`config.mk`:
```
export PLATFORM = sky130hd
export DESIGN_NAME = kwm_head_select
export DESIGN_NICKNAME = d
export VERILOG_FILES = /design/src/kwm_pkg.sv /design/src/kwm_head_select.sv
export SDC_FILE = /design/constraint.sdc
export NUM_CORES = 1
export LEC_CHECK = 0
export BUFFER_PORTS_ARGS = -buffer_cell sky130_fd_sc_hd__clkbuf_2
export CAP_MARGIN = 30
export CORE_AREA = 2 2 125 127
export DETAILED_ROUTE_END_ITERATION = 16
export DIE_AREA = 0 0 127 129
export PLACE_DENSITY_LB_ADDON = 0.12
export SLEW_MARGIN = 10
export SYNTH_ARGS = -nofsm -noshare
export SYNTH_HDL_FRONTEND = slang
export SYNTH_SLANG_ARGS = --single-unit
```
`constraint.sdc`:
```
create_clock -name vclk -period 34.2
set_input_delay 6.84 -clock vclk [all_inputs]
set_output_delay 6.84 -clock vclk [all_outputs]
set_load 0.03 [all_outputs]
```
`src/kwm_pkg.sv`:
```
package kwm_pkg;

  // Store geometry
  localparam int MAX_LISTS  = 8;
  localparam int LIST_DEPTH = 256;
  localparam int LIST_W     = $clog2(MAX_LISTS);
  localparam int POS_W      = $clog2(LIST_DEPTH);
  localparam int CNT_W      = $clog2(LIST_DEPTH + 1);
  localparam int ADDR_W     = LIST_W + POS_W;
  localparam int STORE_N    = MAX_LISTS * LIST_DEPTH;
  localparam int TREE_LVLS  = LIST_W;
  localparam int TREE_N     = 2 ** LIST_W;

  // Word fields
  localparam int VAL_W   = 32;
  localparam int SEL_W   = 3;
  localparam int CFG_W   = 4;
  localparam int TDATA_W = 40;
  localparam int PAD_W   = TDATA_W - VAL_W - SEL_W;

  typedef enum logic [1:0] {
    OP_APPEND = 2'd0,
    OP_POP    = 2'd1,
    OP_CLEAR  = 2'd2
  } op_t;

  typedef enum logic [1:0] {
    STAT_OK        = 2'd0,
    STAT_FULL      = 2'd1,
    STAT_EXHAUSTED = 2'd2
  } status_t;

  typedef enum logic {
    ST_IDLE,
    ST_FILL
  } state_t;

  // One list head as seen by the selection tree
  typedef struct packed {
    logic                     valid;
    logic [LIST_W-1:0]        idx;
    logic signed [VAL_W-1:0]  value;
  } head_t;

endpackage

```
`src/kwm_head_select.sv`:
```
module kwm_head_select (
  input  kwm_pkg::head_t [kwm_pkg::MAX_LISTS-1:0] heads,
  output kwm_pkg::head_t                          best
);
  import kwm_pkg::*;

  head_t node [TREE_LVLS+1][TREE_N];

  // Keep the left (lower index) entry unless it is invalid, or the right one is valid and strictly smaller
  function automatic head_t pick(head_t a, head_t b);
    head_t r;
    r = a;
    if (b.valid && (!a.valid || (b.value < a.value))) begin
      r = b;
    end
    return r;
  endfunction

  // Pairwise tree, log2 levels
  always_comb begin
    for (int l = 0; l <= TREE_LVLS; l++) begin
      for (int j = 0; j < TREE_N; j++) begin
        node[l][j] = '0;
      end
    end
    for (int j = 0; j < MAX_LISTS; j++) begin
      node[0][j] = heads[j];
    end
    for (int l = 0; l < TREE_LVLS; l++) begin
      for (int j = 0; j < (TREE_N >> (l + 1)); j++) begin
        node[l+1][j] = pick(node[l][2*j], node[l][2*j+1]);
      end
    end
    best = node[TREE_LVLS][0];
  end

endmodule
```
* Yosys cells after proc, flatten, opt, wreduce, memory -nomap -nowiden
Index checks and enable logic that the tools add are counted.
** Word-level totals
- Input bits :: 288
- Register bits :: 0
- Word-level logic and storage cells :: 35
** Operators by class
- $lt $le $gt $ge :: 7
- Muxes and demuxes :: 7
- Reductions and logical operators :: 21
** Operators by type and width (number)
- 2-to-1 mux 36 bit :: 7
- < comparator 32 bit :: 7
- logical AND 1 bit :: 7
- logical NOT 1 bit :: 7
- logical OR 1 bit :: 7

* Longest topological paths before layout
- Word-level depth :: 12
- Gate-level depth with buffers :: 39

* Worst setup path before layout
Ideal clock, no wire load.
- Path type :: in2out
- From :: input port heads[241] in the netlist's numbering
- To :: output port best[22] in the netlist's numbering
- Data arrival time :: 13959 ps
- Path buffers :: 5
- Stages :: 36
- Path slack :: 13401 ps
- Cell sequence :: inv_1 > ha_1 > a21o_1 > a221o_1 > o211ai_1 > and3_1 > o21ai_1 > a311oi_1 > buf_4 > buf_1 > mux2i_1 > inv_1 > ha_1 > a21o_1 > nand3_1 > a21oi_1 > a211oi_1 > nor3_1 > a2111o_1 > o22ai_1 > a21boi_0 > buf_2 > buf_4 > mux2i_1 > ha_1 > a21o_1 > a21o_1 > a21oi_1 > nor2_1 > a2111oi_0 > nor2_1 > a31oi_1 > o21ai_0 > a31oi_4 > buf_6 > mux2_1
** RTL lines
- from (decl) :: line kwm_head_select.sv:2 : input kwm_pkg::head_t [kwm_pkg::MAX_LISTS-1:0] heads,
- to (decl) :: line kwm_head_select.sv:3 : output kwm_pkg::head_t best

==> impl_metrics.yaml <==
floorplan:
  die_area_um2: 16400
  die_h_um: 129
  dieWidth_um: 127
  start_util: 0.565
  io_pins: 324
  coreArea_um2: 15000
  fp-row-count: 45
worst_hold_path:
  min_path_cells: 4
  hold_end: "best[35]"
  hold_class: "primary input to output port"
  hold_path_startpoint: "heads[287]"
finish:
  nClkBuffers: 0
  final_common_cell: "clkbuf_2"
  drive_gt1_frac: 0.253
  final_cell_mix: "clkbuf_2 (324), inv_1 (228), ha_1 (217)"
  num-nets-final: 1960
  fin_area_um2: 10200
  seq_area_um2: 0
  seq_cells: 0
  synthToLayoutAreaGrowth_pct: 20.9
  n_antenna_cell: 0
sta:
  finalMaxSlewViolations: 0
  setup_tns_ps: 0
  worstMarginPinSlew_ps: 824
  relSlewSlack: 0.436
  setup_viol: 0
  finalCritPeriodShare: 0.668
  fmax_mhz: 43.8
  final_hold_viol_count: 0
  rsz0062_at_grt: "no"
  min_period_ps: 22850
detailed_routing:
  firstDrtPassIters: 5
  viasPerCell: 5.58
  postRouteWirelength_um: 26800
  drc: 0
  routedWlPerCell_um: 16.3
  via_count: 9151
  dr.first_iter.drc_count: 447
  ant_nets: 0
setup_path:
  cp_slowest_cell: "a21boi_4"
  crit_start: "heads[145]"
  cp-start-kind: "primary input"
  crit_top_cell: "a21oi_1"
  crit_type: "primary input to output port"
  critPathRequiredTime_ps: 27360
  cp_top_family: "compound AO/OA/AOI/OAI gates"
  path_max_fanout: 19
  path_buf_inv: 6
  end_kind: "output port"
  worstPathArrival_ps: 16010
  critPathMaxStageDelay_ps: 570
power_and_ir_drop:
  power.density_nw_per_um2: 34.7
  peakVddDrop_uv: 29.4
  static-leakage-power_uw: 0.00631
global_routing:
  grt_pass1_vias: 8855
  grt_usage: 0.318
  grt_pass1_wl_um: 42500
  use_met2: 0.590
  use_met1: 0.409
  grt-ovfl-total: 0
  antenna_found_initial: 0
  grt_use_met3: 0.0204
  grt_max_degree: 66
  busiest_layer: "met2"
synth:
  syn_inst: 1153
  syn_avg_cell_area_um2: 7.34
  ys_types: 54
  synth_area_um2: 8470
  syn_nets: 1658
  ys_seq_area_frac: 0
  synth_warnings: 0
clock_tree:
  post_cts_buffers: 0
  postCtsResizedCells: 0
  hold_buffers: 0
placement:
  gp_congestion: 0.972
  hpwl_um: 24500
  post_dp_cell_area_um2: 10200
  io_buffers: 324
flow_run:
  drv_cap: 0
status:
  status: "completed"
-- routing by layer --
layer  up-vias  wire [um]  share of wire
li1       4705          -              -
met1      4100      11800           0.44
met2       309      12800           0.48
met3        37       1620          0.060
met4         0        589          0.022
met5         -          0              0
-- report_power, final --
| part | leakage [uW] | switching (uW) | internal [uW] | total (uW) |
|---|---|---|---|---|
| clock | 0 | 0 | 0 | 0 |
| combinational | 0.00631 | 216 | 139 | 356 |
| sequential | 0 | 0 | 0 | 0 |
-- cells in the mapped netlist (all sizes together) (8+ instances only) --
master  number  area share
nand3       21       0.012
nand4       34       0.026
nand2       89       0.039
a21oi       89       0.053
nor3        14      0.0083
nor2        32       0.014
and4         8      0.0083
mux2        36       0.048
mux2i      175        0.21
buf         24       0.021
a21o        15       0.013
inv        228        0.10
o21ai       78       0.046
ha         217        0.32
a211oi      13       0.012
-- how the worst max path moves through the flow --
stage | to | cells after the start | slack, ps
2_1_floorplan | best[22] | 36 | 13400
3_3_place_gp | best[29] | 37 | 11520
3_5_place_dp | best[29] | 36 | 11310
4_1_cts | best[29] | 36 | 11310
5_1_grt | best[29] | 37 | 10480
6_report | best[29] | 37 | 11350
-- tightest hold or removal path, delay by kind of cell --
| family | cells | cell delay [ps] |
|---|---|---|
| AND/OR/NAND/NOR | 2 | 140 |
| buffers and inverters | 2 | 350 |
-- area by class of cell --
type / instances / area (um2)
repair buffers: 331 / 1690
well taps: 188 / 235
inverters: 228 / 856
fillers: 1368 / 4740
multi-input cells: 894 / 7450
-- cell families after synthesis --
logic type / Yosys count / synth area share
xor gates and xnor gates: 1 / 0.00103
buffers and inverters: 259 / 0.125
muxes: 211 / 0.255
AOI/OAI and AO/OA: 240 / 0.169
and+or+nand+nor: 225 / 0.129
adders and majority gates: 217 / 0.321
-- through the flow --
| stage | power, uW | worst slack (ps) | hold WS [ps] | utilization | instances |
|---|---|---|---|---|---|
| floorplan | 260 | 13400 | 13920 | - | 1153 |
| global placement | 348 | 11520 | 14160 | 0.682 | 1640 |
| detailed placement | 353 | 11310 | 14160 | 0.682 | 1640 |
| CTS | 354 | 11310 | 14160 | 0.682 | 1640 |
| global route | 388 | 10480 | 14190 | 0.684 | 1641 |
| finish | 356 | 11350 | 14180 | 0.684 | 1641 |
Note: power is estimated with default switching activity, not from simulation.
